[src/sv/bpc_pkg.sv]
// Shared constants, config codes and fixed-point helper for the palette colouriser.
`timescale 1ns / 1ps
package bpc_pkg;

  localparam int FRACTION_BITS_DEF = 8;

  localparam int COUNT_W    = 24;
  localparam int LIMIT_W    = 16;
  localparam int GAIN_W     = 8;
  localparam int CH_W       = 8;
  localparam int CFG_IDX_W  = 4;
  localparam int CFG_DATA_W = 16;

  // Q1.16 quantities run from 0 to 1.0 inclusive
  localparam int Q_W = 17;
  localparam logic [Q_W-1:0] ONE_Q16 = 17'h10000;

  // gain product width: 255 * 17 * 255 needs 21 bits
  localparam int GK_W   = 21;
  localparam int PROD_W = GK_W + Q_W;

  // channel weights with the 255 scale folded in (blue is 8.5, kept as 17 and a wider shift)
  localparam logic [GK_W-1:0] RED_K   = 21'd2295;
  localparam logic [GK_W-1:0] GREEN_K = 21'd3825;
  localparam logic [GK_W-1:0] BLUE_K  = 21'd4335;

  localparam logic [LIMIT_W-1:0] LIMIT_RST = 16'd100;
  localparam logic [GAIN_W-1:0]  GAIN_RST  = 8'd1;

  // register indexes
  localparam logic [CFG_IDX_W-1:0] CFG_LIMIT = 4'd0;
  localparam logic [CFG_IDX_W-1:0] CFG_RED   = 4'd1;
  localparam logic [CFG_IDX_W-1:0] CFG_GREEN = 4'd2;
  localparam logic [CFG_IDX_W-1:0] CFG_BLUE  = 4'd3;

  // pipeline depths
  localparam int DIV_LAT   = Q_W + 2;
  localparam int POLY_LAT  = 3;
  localparam int SHADE_LAT = 2;

  // truncating Q1.16 multiply
  function automatic logic [Q_W-1:0] q16_mul(input logic [Q_W-1:0] a, input logic [Q_W-1:0] b);
    logic [2*Q_W-1:0] p;
    p = a * b;
    return p[Q_W+15:16];
  endfunction

endpackage

[src/sv/bpc_shade.sv]
// Gain multiply, scale and saturate of the three channels, with the result register.
`timescale 1ns / 1ps
module bpc_shade (
  input  logic                     clk,
  input  logic                     rst_n,
  input  logic                     in_vld,
  input  logic [bpc_pkg::Q_W-1:0]  in_pr,
  input  logic [bpc_pkg::Q_W-1:0]  in_pg,
  input  logic [bpc_pkg::Q_W-1:0]  in_pb,
  input  logic [bpc_pkg::GK_W-1:0] gk_red,
  input  logic [bpc_pkg::GK_W-1:0] gk_green,
  input  logic [bpc_pkg::GK_W-1:0] gk_blue,
  output logic                     out_vld,
  output logic [bpc_pkg::CH_W-1:0] out_red,
  output logic [bpc_pkg::CH_W-1:0] out_green,
  output logic [bpc_pkg::CH_W-1:0] out_blue
);

  localparam int PW = bpc_pkg::PROD_W;

  logic          prod_vld_r;
  logic [PW-1:0] pr_prod_r, pg_prod_r, pb_prod_r;

  always_ff @(posedge clk) begin
    if (!rst_n) begin
      prod_vld_r <= 1'b0;
    end else begin
      prod_vld_r <= in_vld;
    end
    pr_prod_r <= PW'(gk_red)   * PW'(in_pr);
    pg_prod_r <= PW'(gk_green) * PW'(in_pg);
    pb_prod_r <= PW'(gk_blue)  * PW'(in_pb);
  end

  // red and green scale by 2^-16, blue by 2^-17
  logic [bpc_pkg::CH_W-1:0] red_nxt, green_nxt, blue_nxt;

  assign red_nxt   = (|pr_prod_r[PW-1:24]) ? '1 : pr_prod_r[23:16];
  assign green_nxt = (|pg_prod_r[PW-1:24]) ? '1 : pg_prod_r[23:16];
  assign blue_nxt  = (|pb_prod_r[PW-1:25]) ? '1 : pb_prod_r[24:17];

  logic                     vld_r;
  logic [bpc_pkg::CH_W-1:0] red_r, green_r, blue_r;

  always_ff @(posedge clk) begin
    if (!rst_n) begin
      vld_r <= 1'b0;
    end else begin
      vld_r <= prod_vld_r;
    end
    red_r   <= red_nxt;
    green_r <= green_nxt;
    blue_r  <= blue_nxt;
  end

  assign out_vld   = vld_r;
  assign out_red   = red_r;
  assign out_green = green_r;
  assign out_blue  = blue_r;

endmodule

[config.mk]
export PLATFORM = sky130hd
export DESIGN_NAME = bpc_shade
export DESIGN_NICKNAME = d
export VERILOG_FILES = /design/src/sv/bpc_pkg.sv /design/src/sv/bpc_shade.sv
export SDC_FILE = /design/constraint.sdc
export NUM_CORES = 2
export LEC_CHECK = 0
export BUFFER_PORTS_ARGS = -buffer_cell sky130_fd_sc_hd__buf_2
export CORE_MARGIN = 4
export CORE_UTILIZATION = 60
export CTS_CLUSTER_SIZE = 14
export DETAILED_ROUTE_END_ITERATION = 12
export GPL_ROUTABILITY_DRIVEN = 0
export PLACE_DENSITY = 0.81
export SYNTH_ARGS = -nofsm -noshare
export SYNTH_HDL_FRONTEND = slang
export SYNTH_SLANG_ARGS = --single-unit
export TNS_END_PERCENT = 10
[constraint.sdc]
create_clock -name clk -period 5.75 [get_ports clk]
set_clock_uncertainty 0.15 [all_clocks]
set_input_delay 0 -clock clk [delete_from_list [all_inputs] [get_ports clk]]
set_output_delay 0 -clock clk [all_outputs]
set_load 0.01 [all_outputs]
==> results.json <==
{
  "synth_seq_cells": 91,
  "nNetsFinal": 5566,
  "drive_above_1_share": 0.121,
  "postRouteAntennaNets": 0,
  "slew_viol_final": 0,
  "slowest_delay_ns": 0.56,
  "root_buffer": "clkbuf_16",
  "rsz0062_at_grt": "true",
  "cp.required_ns": 5.87,
  "portBuffers": 141,
  "cp-startpoint": "in_pr[3]",
  "cp_max_fo": 13,
  "syn-num-nets": 5281,
  "grt_pass1_wl_mm": 144,
  "row_count": 88,
  "dieArea_um2": 62600,
  "clk_pin_slew_ns": 0.07,
  "grtUsageTotal": 0.278,
  "pin_count": 142,
  "dr.pass1.iters": 7,
  "synth_edf_count": 0,
  "worstSetupPathType": "in -> reg",
  "synth_ff_type": "dfxtp_1",
  "vias": 26780,
  "antenna_found_initial": 0,
  "crit_slowest_cell": "fa_1",
  "yosysUniqueCellTypes": 55,
  "cts_max_level": 3,
  "fmax_mhz": 179,
  "slew-limit-headroom": 0.538,
  "synth_cells": 3988,
  "grt_overflow_total": 0,
  "clk_latency_ns": 0.35,
  "start_util": 0.608,
  "tritoncts": "done",
  "grt_max_degree": 21,
  "drt_wl_total_mm": 82.2,
  "synthTopCellsByArea": "fa_1 (48%), ha_1 (12%), inv_1 (11%)",
  "area_delta_synth_final_pct": 11.1,
  "synth.largest_area_cell": "fa_1",
  "hp-class": "in -> reg",
  "syn-cell-area_um2": 35200,
  "async_reset_ff_frac": 0,
  "wl_per_cell_um": 16.3,
  "reg2reg_from": "pb_prod_r[32]",
  "core-area_um2": 57900,
  "clock_path_buffers": 2,
  "holdWs_ns": 0.249,
  "synth.avg_cell_area_um2": 8.83,
  "endpoint_kind": "flip-flop",
  "drc_errors": 0,
  "diodes": 0,
  "cts_inserted_buffers": 9,
  "worstHoldStart": "rst_n",
  "critPathArrivalTime_ns": 5.70,
  "chipWidth_um": 250,
  "dr.first_iter.drc_count": 1563,
  "ys.warnings.count": 0,
  "status": "finished clean",
  "yosysSeqAreaShare": 0.0517,
  "cp-start-kind": "input pin",
  "grt_pass1_vias": 30233,
  "setup_viol_count_final": 0,
  "vias_per_cell": 5.31,
  "worst_pin_slew_ns": 0.687,
  "cts.sinks": 91,
  "maxCapViolations": 0,
  "die_height_um": 250,
  "cp_common_cell": "fa_1",
  "min_period_over_period": 0.970,
  "hold_viol": 0,
  "synth_top_area_share": 0.481,
  "dp_hpwl_mm": 72.4,
  "period_minus_slack_ns": 5.57
}
cell usage in the layout, fill, tap and decap left out, types with 4 or more instances in the layout:
cell type	n
a211oi_1	7
a21o_1	34
a21oi_1	50
a21oi_2	8
a31oi_1	4
and2_1	392
and3_1	12
buf_12	9
buf_2	116
buf_4	300
buf_6	4
clkbuf_16	9
clkbuf_4	20
dfxtp_1	91
fa_1	846
ha_1	329
inv_1	1062
nand2_1	699
nand3_1	17
nand4_1	9
nor2_1	34
nor2b_1	12
nor3_1	9
nor4_1	9
o211ai_1	5
o21a_1	5
o21ai_0	19
o21ai_1	12
o21bai_1	4
or2_2	26
xnor2_1	42
xor2_1	26
cell type report:
type                       count  area [µm²]
multi-input combinational   2657       28800
tap                          765         957
sequential                    91        1820
clock inverter                 5        36.3
fill                        4474       18800
inverter                    1062        3990
clock buffer                  11         253
timing repair buffer         452        3240
Yosys cell counts (3+ instances only):
cell type and count:
o21bai_1 4, nand4b_1 3, o211ai_1 5, dfxtp_1 91, and3_1 12, a211oi_1 9
xor2_1 26, o21a_1 6, nand2_1 699, o21ai_1 3, o21ai_0 29, nand2b_1 3
nand4_1 9, inv_1 1062, fa_1 846, a21oi_1 58, nor3_1 9, nor2b_1 12
nand3_1 17, a21o_1 34, a211o_1 3, nor4_1 9, o31a_1 3, buf_1 3
and2_1 392, or2_2 26, xnor2_1 42, ha_1 330, nor2_1 34, clkbuf_1 175
a31oi_1 4
path summary, 6_finish.rpt:
path,end,slack [ns],depth (start not counted)
setup / recovery,pr_prod_r[31],0.18,25
hold / removal,out_vld,0.25,3
setup reg to reg,out_blue[5],3.95,3
hold reg to reg,out_blue[0],0.26,1
cell families (layout without fill, tap and decap cells):
group                    after synthesis  in the layout  synth area share
flip-flops                            91             91            0.0517
adder cells (fa/ha/maj)             1176           1176             0.598
AO/OA/AOI/OAI                        183            183            0.0347
AND/OR/NAND/NOR                     1230           1230             0.166
buffers and inverters               1240           1530             0.132
XOR/XNOR                              68             68            0.0169
critical path, delay by kind of cell:
kind,cells,cell delay [ns]
and+or+nand+nor,4,0.69
AOI/OAI and AO/OA,5,0.92
buffers and inverters,8,0.89
adders and majority gates,7,3.03
xor gates and xnor gates,1,0.16
registers in the layout, indices dropped and copies added, names as in the netlist:
name / flops
pb_prod_r: 21
pr_prod_r: 22
out_red: 8
out_vld: 1
out_blue: 8
out_green: 8
prod_vld_r: 1
pg_prod_r: 22
metrics by stage:
stage / utilization / cells / setup WS [ns] / TNS [ns] / cell area, µm²
global placement: 0.667 / 5021 / -0.213 / -2.85 / 38600
global route: 0.675 / 5043 / -0.0271 / -0.0521 / 39100
detailed placement: 0.667 / 5021 / -0.383 / -7.03 / 38600
floorplan: - / 3988 / -0.0207 / -0.0643 / 35200
finish: 0.675 / 5043 / 0.175 / 0 / 39100
CTS: 0.672 / 5040 / 0.0509 / 0 / 38900
repair_timing:
action | in CTS | in global routing
endpoints found under the hold margin | 2 | 0
hold buffers | 3 | 0
resized for setup | 1 | 59
buffers inserted | 0 | 3
pin swaps | 0 | 17
setup endpoints to repair | 1 | 36
routing by layer:
metal,GRT usage,share of wire,up-vias
li1,-,-,11997
met4,0.0962,0.036,0
met3,0.0575,0.081,229
met2,0.475,0.49,1074
met1,0.356,0.39,13480
met5,0,0,-
Power is not shown: default switching activity piles up to over one toggle a cycle in this logic, so the estimate is an artifact.
