<file path="config.mk">
export PLATFORM = sky130hd
export DESIGN_NAME = bpc_poly
export DESIGN_NICKNAME = d
export VERILOG_FILES = /design/src/sv/bpc_pkg.sv /design/src/sv/bpc_poly.sv
export SDC_FILE = /design/constraint.sdc
export NUM_CORES = 2
export LEC_CHECK = 0
export ABC_AREA = 1
export BUFFER_PORTS_ARGS = -buffer_cell sky130_fd_sc_hd__clkbuf_2
export CAP_MARGIN = 10
export CORE_ASPECT_RATIO = 0.6
export CORE_MARGIN = 3
export CORE_UTILIZATION = 45
export CTS_CLUSTER_SIZE = 10
export DETAILED_ROUTE_END_ITERATION = 6
export PLACE_DENSITY = 0.59
export SYNTH_ARGS = -nofsm -noshare
export SYNTH_HDL_FRONTEND = slang
export SYNTH_SLANG_ARGS = --single-unit
</file>
<file path="constraint.sdc">
create_clock -name clk -period 7.4 [get_ports clk]
set_input_delay 1.11 -clock clk [delete_from_list [all_inputs] [get_ports clk]]
set_output_delay 1.11 -clock clk [all_outputs]
set_load 0.005 [all_outputs]
</file>
<file path="src/sv/bpc_pkg.sv">
// Shared constants, config codes and fixed-point helper for the palette colouriser.
`timescale 1ns / 1ps
package bpc_pkg;

  localparam int FRACTION_BITS_DEF = 8;

  localparam int COUNT_W    = 24;
  localparam int LIMIT_W    = 16;
  localparam int GAIN_W     = 8;
  localparam int CH_W       = 8;
  localparam int CFG_IDX_W  = 4;
  localparam int CFG_DATA_W = 16;

  // Q1.16 quantities run from 0 to 1.0 inclusive
  localparam int Q_W = 17;
  localparam logic [Q_W-1:0] ONE_Q16 = 17'h10000;

  // gain product width: 255 * 17 * 255 needs 21 bits
  localparam int GK_W   = 21;
  localparam int PROD_W = GK_W + Q_W;

  // channel weights with the 255 scale folded in (blue is 8.5, kept as 17 and a wider shift)
  localparam logic [GK_W-1:0] RED_K   = 21'd2295;
  localparam logic [GK_W-1:0] GREEN_K = 21'd3825;
  localparam logic [GK_W-1:0] BLUE_K  = 21'd4335;

  localparam logic [LIMIT_W-1:0] LIMIT_RST = 16'd100;
  localparam logic [GAIN_W-1:0]  GAIN_RST  = 8'd1;

  // register indexes
  localparam logic [CFG_IDX_W-1:0] CFG_LIMIT = 4'd0;
  localparam logic [CFG_IDX_W-1:0] CFG_RED   = 4'd1;
  localparam logic [CFG_IDX_W-1:0] CFG_GREEN = 4'd2;
  localparam logic [CFG_IDX_W-1:0] CFG_BLUE  = 4'd3;

  // pipeline depths
  localparam int DIV_LAT   = Q_W + 2;
  localparam int POLY_LAT  = 3;
  localparam int SHADE_LAT = 2;

  // truncating Q1.16 multiply
  function automatic logic [Q_W-1:0] q16_mul(input logic [Q_W-1:0] a, input logic [Q_W-1:0] b);
    logic [2*Q_W-1:0] p;
    p = a * b;
    return p[Q_W+15:16];
  endfunction

endpackage

</file>
<file path="src/sv/bpc_poly.sv">
// Three-stage Bernstein basis evaluation: u*t^3, u^2*t^2, u^3*t in Q1.16.
`timescale 1ns / 1ps
module bpc_poly (
  input  logic                    clk,
  input  logic                    rst_n,
  input  logic                    in_vld,
  input  logic [bpc_pkg::Q_W-1:0] in_t,
  input  logic [bpc_pkg::Q_W-1:0] in_u,
  output logic                    out_vld,
  output logic [bpc_pkg::Q_W-1:0] out_pr,
  output logic [bpc_pkg::Q_W-1:0] out_pg,
  output logic [bpc_pkg::Q_W-1:0] out_pb
);

  logic [2:0] vld_r;

  // stage 1: squares
  logic [bpc_pkg::Q_W-1:0] t1_r, u1_r, t2_r, u2_r;
  // stage 2: cubes and the green term
  logic [bpc_pkg::Q_W-1:0] t_b_r, u_b_r, t3_r, u3_r, pg_b_r;
  // stage 3: red and blue terms
  logic [bpc_pkg::Q_W-1:0] pr_r, pg_r, pb_r;

  always_ff @(posedge clk) begin
    if (!rst_n) begin
      vld_r <= '0;
    end else begin
      vld_r <= {vld_r[1:0], in_vld};
    end
    t1_r   <= in_t;
    u1_r   <= in_u;
    t2_r   <= bpc_pkg::q16_mul(in_t, in_t);
    u2_r   <= bpc_pkg::q16_mul(in_u, in_u);

    t_b_r  <= t1_r;
    u_b_r  <= u1_r;
    t3_r   <= bpc_pkg::q16_mul(t2_r, t1_r);
    u3_r   <= bpc_pkg::q16_mul(u2_r, u1_r);
    pg_b_r <= bpc_pkg::q16_mul(u2_r, t2_r);

    pr_r   <= bpc_pkg::q16_mul(u_b_r, t3_r);
    pb_r   <= bpc_pkg::q16_mul(u3_r, t_b_r);
    pg_r   <= pg_b_r;
  end

  assign out_vld = vld_r[2];
  assign out_pr  = pr_r;
  assign out_pg  = pg_r;
  assign out_pb  = pb_r;

endmodule

</file>
==> results.md <==
* Area grow syn2layout at 4.60%
* Netlist cell types at 40
* Synthesized Nets at approximately 12,000
* Post-Synthesis Cells at 9,269
* Total core area at 154,000 um2
* Commonest cells after routing, fill and taps aside: inv_1, nand2_1, fa_1, ha_1, nor2_1
* Initial antenna violation count at 4
* Global-route wire length before repair at ~320,000 um
* Clock tree root buffer cell: clkbuf_16
* Clk sink count at about 210
* EDFF count, synth at 0
* Top sig layer: met4
* CTS H-tree lvls at 1
* Remaining DRCs at 0
* Initial core utilization at between 40% and 50%
* Met2 Routed Length at between 70,000 and 80,000 um
* R2R Setup Slk at between 0.8 and 0.9 ns
* RSZ-0062 raised after global routing: false
* Commonest register cell after synthesis: dfxtp_1
* Worst-Skew Late Latency at around 0.71 ns
* GRT Util Overall at 25.1%
* Final Slew Violations at 0
* # setup viols final at 0
* Final min period at around 6.5 ns
* Die Wd at around 520 um
* Crit. End Element: register
* CTS Buf Count at 30
* Status: completed
* Commonest non-fill, non-tap cell in the layout: inv_1
* Slew @ Worst Pin at 1.18 ns
* Max FO, Critical Path at 20
* Filler cells at 15,260
* Via/cell ratio at between 4 and 5
* Ys async rst share at 0%
* Fmax at approximately 0.15 GHz
* Ratio of cells with drive above 1 in the final layout at under 10%
* CTS tree: built
* Rows at roughly 110
* Hold Fails Final Rpt at 0
* Number of gates resized after cts at 0
* PortBufs at 88
* Clk slew on worst S/H paths at about 0.07 ns
* Pin count of the biggest net entering global routing at 35
* Die area at 161,000 um2
* Post-synthesis register bit count at 207
* Wl on met1 at between 90,000 and 100,000 um
* Kind of start point of the critical path: register
* Congestion Overflow GR at 0
* Max_cap viols at 0
* Die height at 312 um
* IO Pins at 89
* CTS Hold Buffers Added at 0
* DRT Pass-1 Iters at 7
* WL/cell at approximately 17 um
* Routability Congestion at between 0.9 and 1
* Final antenna-violating net count at 0
* Routed wl met3 at about 17,000 um
* Final nets at 11,328
* Synthesis warning total at 0
* Hold/Removal Path Class: register to register
* Critical path class: register to register
* Max clock buf depth at 3
* Crit share post-route at between 80% and 90%
* Via Count at between 50,000 and 60,000
* Final WL at roughly 190,000 um
* 1st-iter DRT viols at around 4,100
* Relative slew slack at about a fifth
* Mapped Area at between 70,000 and 80,000 um2
* WP data arrival at approximately 7 ns
* Sequential share of the synthesized area at 5.89%
* Layout Skew at 0.0799 ns
* Crit path required time at 7.97 ns
* Final setup TNS at 0 ns
* Post-CTS setup buffers at 0
* Detailed Place HPWL at roughly 160,000 um
* Vias in the first global route at around 58,000
* Post-Syn Area per Cell at roughly 7.6 um2
[cell usage after synthesis (2+ instances only)]
cell type | n | area share [%]
a31oi_1 | 2 | 0.018
xor2_1 | 59 | 0.73
nand2_1 | 2496 | 13
o211ai_1 | 3 | 0.032
a21o_1 | 24 | 0.26
nor2_1 | 297 | 1.6
o21ai_0 | 131 | 0.93
and3_1 | 5 | 0.044
buf_2 | 3 | 0.021
nand2_2 | 9 | 0.080
fa_1 | 1481 | 42
buf_4 | 8 | 0.085
nor4_2 | 2 | 0.036
inv_2 | 2 | 0.011
xnor2_1 | 36 | 0.45
or2_2 | 6 | 0.053
o21a_1 | 15 | 0.16
a21oi_1 | 246 | 1.8
o21bai_1 | 15 | 0.16
nor4_1 | 6 | 0.053
inv_1 | 2832 | 15
nand3_1 | 152 | 1.1
clkbuf_1 | 392 | 2.1
or2_1 | 5 | 0.044
nor3_1 | 55 | 0.39
nand4_1 | 28 | 0.25
and2_1 | 2 | 0.018
nor2_2 | 13 | 0.12
ha_1 | 726 | 13
a21boi_0 | 2 | 0.021
dfxtp_1 | 207 | 5.9
[registers in the layout (all words and copies together), names as in the netlist]
signal	count
out_pb	17
out_pg	17
out_pr	17
pg_b_r	17
t1_r	17
t2_r	17
t3_r	17
t_b_r	17
u1_r	17
u2_r	17
u3_r	17
u_b_r	17
vld_r	3
[layer usage]
| metal | track usage, % | vias to the layer above |
|---|---|---|
| met5 | 0 | - |
| met4 | 2.81 | 0 |
| met3 | 4.66 | 111 |
| met2 | 35.2 | 1749 |
| met1 | 40.7 | 27153 |
| li1 | - | 25784 |
[stage by stage]
step	instance area [um2]	hold WS, ns	utilization [%]	instances	setup slack (ns)
3_5_place_dp	72600	0.315	47.1	11086	0.796
2_1_floorplan	70300	0.310	-	9269	1.31
4_1_cts	73600	0.328	47.8	11136	0.991
5_1_grt	73600	0.336	47.8	11137	0.629
3_3_place_gp	72600	0.313	47.1	11086	0.755
6_report	73600	0.327	47.8	11139	0.880
[path summary, 6_finish.rpt]
path                                          from                 end  cells after the start
worst max register to register    u2_r[13]$_DFF_P_  pg_b_r[14]$_DFF_P_                     20
worst min-delay path            pg_b_r[10]$_DFF_P_  out_pg[10]$_DFF_P_                      0
worst max-delay path              u2_r[13]$_DFF_P_  pg_b_r[14]$_DFF_P_                     20
worst min register to register  pg_b_r[10]$_DFF_P_  out_pg[10]$_DFF_P_                      0
[cell families after synthesis]
family | count (synthesis) | share of synthesized area, %
simple gates | 3079 | 17.1
xor+xnor | 95 | 1.18
fa+ha+maj | 2207 | 55.1
compound gates | 443 | 3.40
flops | 207 | 5.89
buf+inv | 3238 | 17.3
[critical path, cell delays in order (launching register included)]
cell	delay [ns]
dfxtp_1	1.04
buf_4	0.40
nand2_1	0.11
fa_1	0.54
fa_1	0.48
fa_1	0.55
inv_1	0.05
fa_1	0.48
fa_1	0.54
inv_1	0.06
fa_1	0.48
inv_1	0.05
ha_1	0.38
a21oi_1	0.32
o21ai_0	0.21
a21oi_1	0.31
nor2_1	0.07
nor2_1	0.13
nand2_1	0.07
nand2_1	0.05
nand2_1	0.05
[area by class of cell]
type,instances,area (um2),area share (%)
Antenna cell,3,7.51,0.0102
Clock buffer,39,845,1.15
Clock inverter,11,158,0.214
Inverter,2834,10600,14.5
Multi-Input combinational cell,5824,54000,73.4
Sequential cell,207,4150,5.63
Tap cell,2034,2540,3.46
Timing Repair Buffer,187,1230,1.68
Power is not shown: default switching activity piles up to over one toggle a cycle in this logic, so the estimate is an artifact.
