$ cat src/sv/bpc_pkg.sv
// Shared constants, config codes and fixed-point helper for the palette colouriser.
`timescale 1ns / 1ps
package bpc_pkg;

  localparam int FRACTION_BITS_DEF = 8;

  localparam int COUNT_W    = 24;
  localparam int LIMIT_W    = 16;
  localparam int GAIN_W     = 8;
  localparam int CH_W       = 8;
  localparam int CFG_IDX_W  = 4;
  localparam int CFG_DATA_W = 16;

  // Q1.16 quantities run from 0 to 1.0 inclusive
  localparam int Q_W = 17;
  localparam logic [Q_W-1:0] ONE_Q16 = 17'h10000;

  // gain product width: 255 * 17 * 255 needs 21 bits
  localparam int GK_W   = 21;
  localparam int PROD_W = GK_W + Q_W;

  // channel weights with the 255 scale folded in (blue is 8.5, kept as 17 and a wider shift)
  localparam logic [GK_W-1:0] RED_K   = 21'd2295;
  localparam logic [GK_W-1:0] GREEN_K = 21'd3825;
  localparam logic [GK_W-1:0] BLUE_K  = 21'd4335;

  localparam logic [LIMIT_W-1:0] LIMIT_RST = 16'd100;
  localparam logic [GAIN_W-1:0]  GAIN_RST  = 8'd1;

  // register indexes
  localparam logic [CFG_IDX_W-1:0] CFG_LIMIT = 4'd0;
  localparam logic [CFG_IDX_W-1:0] CFG_RED   = 4'd1;
  localparam logic [CFG_IDX_W-1:0] CFG_GREEN = 4'd2;
  localparam logic [CFG_IDX_W-1:0] CFG_BLUE  = 4'd3;

  // pipeline depths
  localparam int DIV_LAT   = Q_W + 2;
  localparam int POLY_LAT  = 3;
  localparam int SHADE_LAT = 2;

  // truncating Q1.16 multiply
  function automatic logic [Q_W-1:0] q16_mul(input logic [Q_W-1:0] a, input logic [Q_W-1:0] b);
    logic [2*Q_W-1:0] p;
    p = a * b;
    return p[Q_W+15:16];
  endfunction

endpackage

$ cat src/sv/bpc_div.sv
// Pipelined restoring divider producing the clamped Q1.16 position t and 1 - t.
`timescale 1ns / 1ps
module bpc_div #(
  parameter int FRACTION_BITS = bpc_pkg::FRACTION_BITS_DEF
) (
  input  logic                                      clk,
  input  logic                                      rst_n,
  input  logic                                      in_vld,
  input  logic [bpc_pkg::COUNT_W-1:0]               in_count,
  input  logic [bpc_pkg::LIMIT_W+FRACTION_BITS-1:0] den,
  output logic                                      out_vld,
  output logic [bpc_pkg::Q_W-1:0]                   out_t,
  output logic [bpc_pkg::Q_W-1:0]                   out_u
);

  localparam int DEN_W = bpc_pkg::LIMIT_W + FRACTION_BITS;
  localparam int HI_W  = bpc_pkg::COUNT_W - 1;
  localparam int CMP_W = (DEN_W > HI_W) ? DEN_W : HI_W;
  localparam int STEPS = bpc_pkg::Q_W;

  // stage 0: count<<16 >= den<<17 means the quotient is far above one
  logic [CMP_W-1:0] hi_ext;
  logic             ovf_nxt;
  logic [DEN_W-1:0] rem0_nxt;

  assign hi_ext   = CMP_W'(in_count[bpc_pkg::COUNT_W-1:1]);
  assign ovf_nxt  = hi_ext >= CMP_W'(den);
  assign rem0_nxt = DEN_W'(hi_ext);

  logic [STEPS:0]          vld_r;
  logic [STEPS:0]          ovf_r;
  logic                    lsb_r;
  logic [DEN_W-1:0]        rem_r [STEPS];
  logic [bpc_pkg::Q_W-1:0] q_r   [1:STEPS];

  always_ff @(posedge clk) begin
    if (!rst_n) begin
      vld_r[0] <= 1'b0;
    end else begin
      vld_r[0] <= in_vld;
    end
    ovf_r[0] <= ovf_nxt;
    rem_r[0] <= rem0_nxt;
    lsb_r    <= in_count[0];
  end

  // one quotient bit per stage, MSB first
  for (genvar k = 1; k <= STEPS; k++) begin : g_step
    logic [DEN_W:0] sh;
    logic           take;

    assign sh   = {rem_r[k-1], (k == 1) ? lsb_r : 1'b0};
    assign take = sh >= {1'b0, den};

    always_ff @(posedge clk) begin
      if (!rst_n) begin
        vld_r[k] <= 1'b0;
      end else begin
        vld_r[k] <= vld_r[k-1];
      end
      ovf_r[k] <= ovf_r[k-1];
    end

    if (k == 1) begin : g_first
      always_ff @(posedge clk) begin
        q_r[k] <= {{(bpc_pkg::Q_W-1){1'b0}}, take};
      end
    end else begin : g_rest
      always_ff @(posedge clk) begin
        q_r[k] <= {q_r[k-1][bpc_pkg::Q_W-2:0], take};
      end
    end

    if (k < STEPS) begin : g_rem
      logic [DEN_W-1:0] rem_nxt;
      assign rem_nxt = take ? DEN_W'(sh - {1'b0, den}) : DEN_W'(sh);
      always_ff @(posedge clk) begin
        rem_r[k] <= rem_nxt;
      end
    end
  end

  // clamp to one and form the complement
  logic                    t_vld_r;
  logic [bpc_pkg::Q_W-1:0] t_nxt, u_nxt, t_r, u_r;

  assign t_nxt = (ovf_r[STEPS] || (q_r[STEPS] > bpc_pkg::ONE_Q16)) ? bpc_pkg::ONE_Q16
                                                                  : q_r[STEPS];
  assign u_nxt = bpc_pkg::ONE_Q16 - t_nxt;

  always_ff @(posedge clk) begin
    if (!rst_n) begin
      t_vld_r <= 1'b0;
    end else begin
      t_vld_r <= vld_r[STEPS];
    end
    t_r <= t_nxt;
    u_r <= u_nxt;
  end

  assign out_vld = t_vld_r;
  assign out_t   = t_r;
  assign out_u   = u_r;

endmodule

$ cat config.mk
export PLATFORM = sky130hd
export DESIGN_NAME = bpc_div
export DESIGN_NICKNAME = d
export VERILOG_FILES = /design/src/sv/bpc_pkg.sv /design/src/sv/bpc_div.sv
export SDC_FILE = /design/constraint.sdc
export NUM_CORES = 2
export LEC_CHECK = 0
export ABC_AREA = 0
export BUFFER_PORTS_ARGS = -buffer_cell sky130_fd_sc_hd__buf_2
export CAP_MARGIN = 20
export CORE_MARGIN = 4
export CORE_UTILIZATION = 43
export CTS_BUF_LIST = sky130_fd_sc_hd__clkbuf_8 sky130_fd_sc_hd__clkbuf_16
export CTS_CLUSTER_DIAMETER = 120
export DETAILED_ROUTE_END_ITERATION = 8
export HOLD_SLACK_MARGIN = 0.1
export PLACE_DENSITY = 0.73
export SLEW_MARGIN = 20
export SYNTH_ARGS = -nofsm -noshare
export SYNTH_HDL_FRONTEND = slang
export SYNTH_SLANG_ARGS = --single-unit
$ cat constraint.sdc
create_clock -name clk -period 4.1 [get_ports clk]
set_clock_uncertainty 0.15 [all_clocks]
set_input_delay 1.23 -clock clk [delete_from_list [all_inputs] [get_ports clk]]
set_output_delay 1.23 -clock clk [all_outputs]
set_load 0.005 [all_outputs]
==> impl_metrics.csv <==
group,metric,value,unit
worst_setup_path,critPathKind,"input port to flop",
synthesis,synth_flop_cell,"dfxtp_1",
worst_setup_path,cp-start-kind,"input port",
layout,final_nets,5311,
sta,holdWs,0.144,ns
routing,vias,32500,
worst_setup_path,cp.required,4.44,ns
power_and_ir_drop,sw_frac_of_total,38.3,%
clock_network,ctsLongestPathBuffers,3,
routing,first_iter_violations,2202,
floorplan,die_h,303,um
layout,diodes,0,
routing,wirelength,103,mm
routing,dr_wl_met2,48.6,mm
synthesis,synth.avg_cell_area,9.29,um^2
clock_network,cts_inserted_buffers,71,
routing,wl_per_cell,17.2,um
clock_network,cts.clk_slew.worst_paths,0.06,ns
power_and_ir_drop,power.switching,16600,uW
clock_network,root_buffer,"clkbuf_16",
placed_design,place_ws,-0.542,ns
global_route,grt_max_degree,32,
routing,viasPerCell,5.40,
layout,mostFrequentLayoutCells,"buf_4 (665), dfxtp_1 (631), ha_1 (417)",
clock_network,insertion_delay,0.62,ns
sta,period_share,97.7,%
sta,drv_slew,0,
placed_design,io_buffer_count,85,
global_route,overflow,0,
sta,fin_crit,4.00,ns
synthesis,synth_area,0.0374,mm^2
worst_setup_path,critPathLaunch,"den[1]",
worst_setup_path,cp_slowest_cell,"a2111o_1",
worst_setup_path,critPathBufInv,3,
placed_design,dpl.hpwl,80.5,mm
floorplan,initial_core_util,43.6,%
worst_setup_path,arrival,4.35,ns
global_route,grt_pass1_wl,166,mm
sta,max_slew_margin,52.6,%
worst_setup_path,worst_path_largest_cell_delay,0.40,ns
power_and_ir_drop,p_int,26700,uW
routing,drcViolationCount,0,
layout,final_cells,6012,
sta,fmax,0.250,GHz
floorplan,ioPinCount,86,
synthesis,synth_seq_area_share,33.8,%
synthesis,syn_nets,4523,
synthesis,synthArstFlopShare,0,%
synthesis,ys_types,95,
global_route,grt_pass1_vias,32500,
worst_setup_path,cp_max_fo,23,
clock_network,cts.sinks,631,
worst_hold_path,worstHoldStart,"q_r[0][256]",
power_and_ir_drop,powerDensity,910,mW/mm^2
floorplan,die_area,0.0917,mm^2
worst_setup_path,cp_top_family,"compound AO/OA/AOI/OAI gates",
global_route,antenna_found_initial,0,
power_and_ir_drop,p_leak,0.0217,uW
run,drv_cap,0,
outcome,status,"complete, no violations",
synthesis,synth_cells,4025,
placed_design,numPlacedInstances,5883,
floorplan,coreArea,0.0857,mm^2
synthesis,ys_seq_elements,631,
synthesis,synth_edf_count,0,
layout,drive_above_1_share,25.6,%
routing,top_layer_used,"met4",
sta,setup_ws,0.0955,ns
routing,antenna_left,0,
worst_setup_path,critPathCaptureType,"flop",
clock_network,tritoncts,"done",
worst_setup_path,worstPathCellList,"buf_2, clkinvlp_4, buf_4, ha_1, nor2b_1, o2111ai_1, and4b_4, a211oi_2, o221a_2, o221ai_2, a2111o_1, and2_4, mux2_4",
floorplan,placementRows,107,
power_and_ir_drop,p_seq_share,25.0,%
power_and_ir_drop,p_clk_share,15.2,%
routing,met3_length,5.14,mm
layout,final_common_cell,"buf_4",
power_and_ir_drop,power_frac_comb,59.8,%
power_and_ir_drop,peakVddDrop,408,uV
worst_hold_path,holdCritPathClass,"flop to flop",
placed_design,gp_congestion,0.889,
floorplan,die_w,303,um
sta,setup_violations,0,
worst_setup_path,r2r_start,"q_r[0][292]",
clock_network,h-tree-depth,3,
sta,hold_violations,0,
global_route,grt_usage,22.3,%
synthesis,synth_warnings,0,
routing,wl_met1,45.7,mm
layout,fill_cells,7528,
layout,area_growth,27.2,%
sta,worstMarginPinSlew,0.708,ns
routing,firstDrtPassIters,6,
-- cells by family (layout without fill, tap and decap cells) --
group / after synthesis / after routing / share of synthesized area (%)
AOI/OAI and AO/OA: 1143 / 1143 / 19.8
and+or+nand+nor: 1017 / 1017 / 13.3
DFF: 631 / 631 / 33.8
adders and majority gates: 447 / 447 / 15.3
xor gates and xnor gates: 308 / 308 / 7.22
muxes: 260 / 260 / 8.06
buffers and inverters: 219 / 1062 / 2.53
-- worst paths after layout --
check        cells past startpoint  slack, ns      endpoint
max                             13        0.1  rem_r[9][20]
min                              0       0.14   q_r[0][274]
max reg2reg                     11       0.69     out_u[16]
min reg2reg                      0       0.14   q_r[0][274]
-- through the flow --
stage	instance area [um^2]	util, %	total power (uW)	setup TNS (ns)
6_report	47500	55.5	43300	0
5_1_grt	47500	55.5	46700	-0.00210
4_1_cts	47500	55.4	43200	0
3_5_place_dp	45000	52.6	36400	-133.08
3_3_place_gp	45000	52.6	35700	-120.77
2_1_floorplan	37700	-	27700	-14.69
-- layout make-up --
cell class | instances | area (um^2) | area share (%)
Clock buffer | 86 | 1990 | 4.19
Clock inverter | 42 | 457 | 0.961
Inverter | 138 | 559 | 1.18
Multi-Input combinational cell | 3175 | 24100 | 50.8
Sequential cell | 631 | 12600 | 26.6
Tap cell | 1144 | 1430 | 3.01
Timing Repair Buffer | 796 | 6340 | 13.3
-- power groups by stage --
stage	logic, uW	registers, uW	clock network (uW)
2_1_floorplan	17600	10200	0
3_3_place_gp	24800	11000	0
3_5_place_dp	25400	11000	0
4_1_cts	25600	10900	6740
5_1_grt	28600	11100	7000
6_report	25900	10800	6580
-- synth_stat cells, types with 61 or more instances --
cell	n	area share, %
xor2_1	105	2.5
o21ai_0	250	3.3
dfxtp_1	631	34
a21o_1	152	3.1
a21oi_1	325	4.4
nor2_1	266	2.7
mux2_2	207	6.2
nand3_1	89	1.2
nand2_1	261	2.6
inv_1	137	1.4
o21a_1	73	1.5
ha_1	431	14
nand2b_1	61	1.0
xnor2_1	203	4.8
-- registers in the layout, indices dropped and copies added (netlist names) --
signal and count:
out_t 17, out_vld 1, ovf_r 18, lsb_r 1, vld_r 18, out_u 16, rem_r 407, q_r 153
-- metal layers --
layer,vias up,global-route usage (%)
met2,838,38.9
met4,0,7.68
met1,15200,28.3
li1,16200,-
met3,230,3.05
met5,-,0
-- timing repair --
item / CTS / global route
gates resized for setup: 0 / 10
hold buffers: 0 / 0
setup buffers: 0 / 1
endpoints found under the setup margin: 0 / 69
hold endpoints to repair: 0 / 0
(Power assumes the default switching activity.)
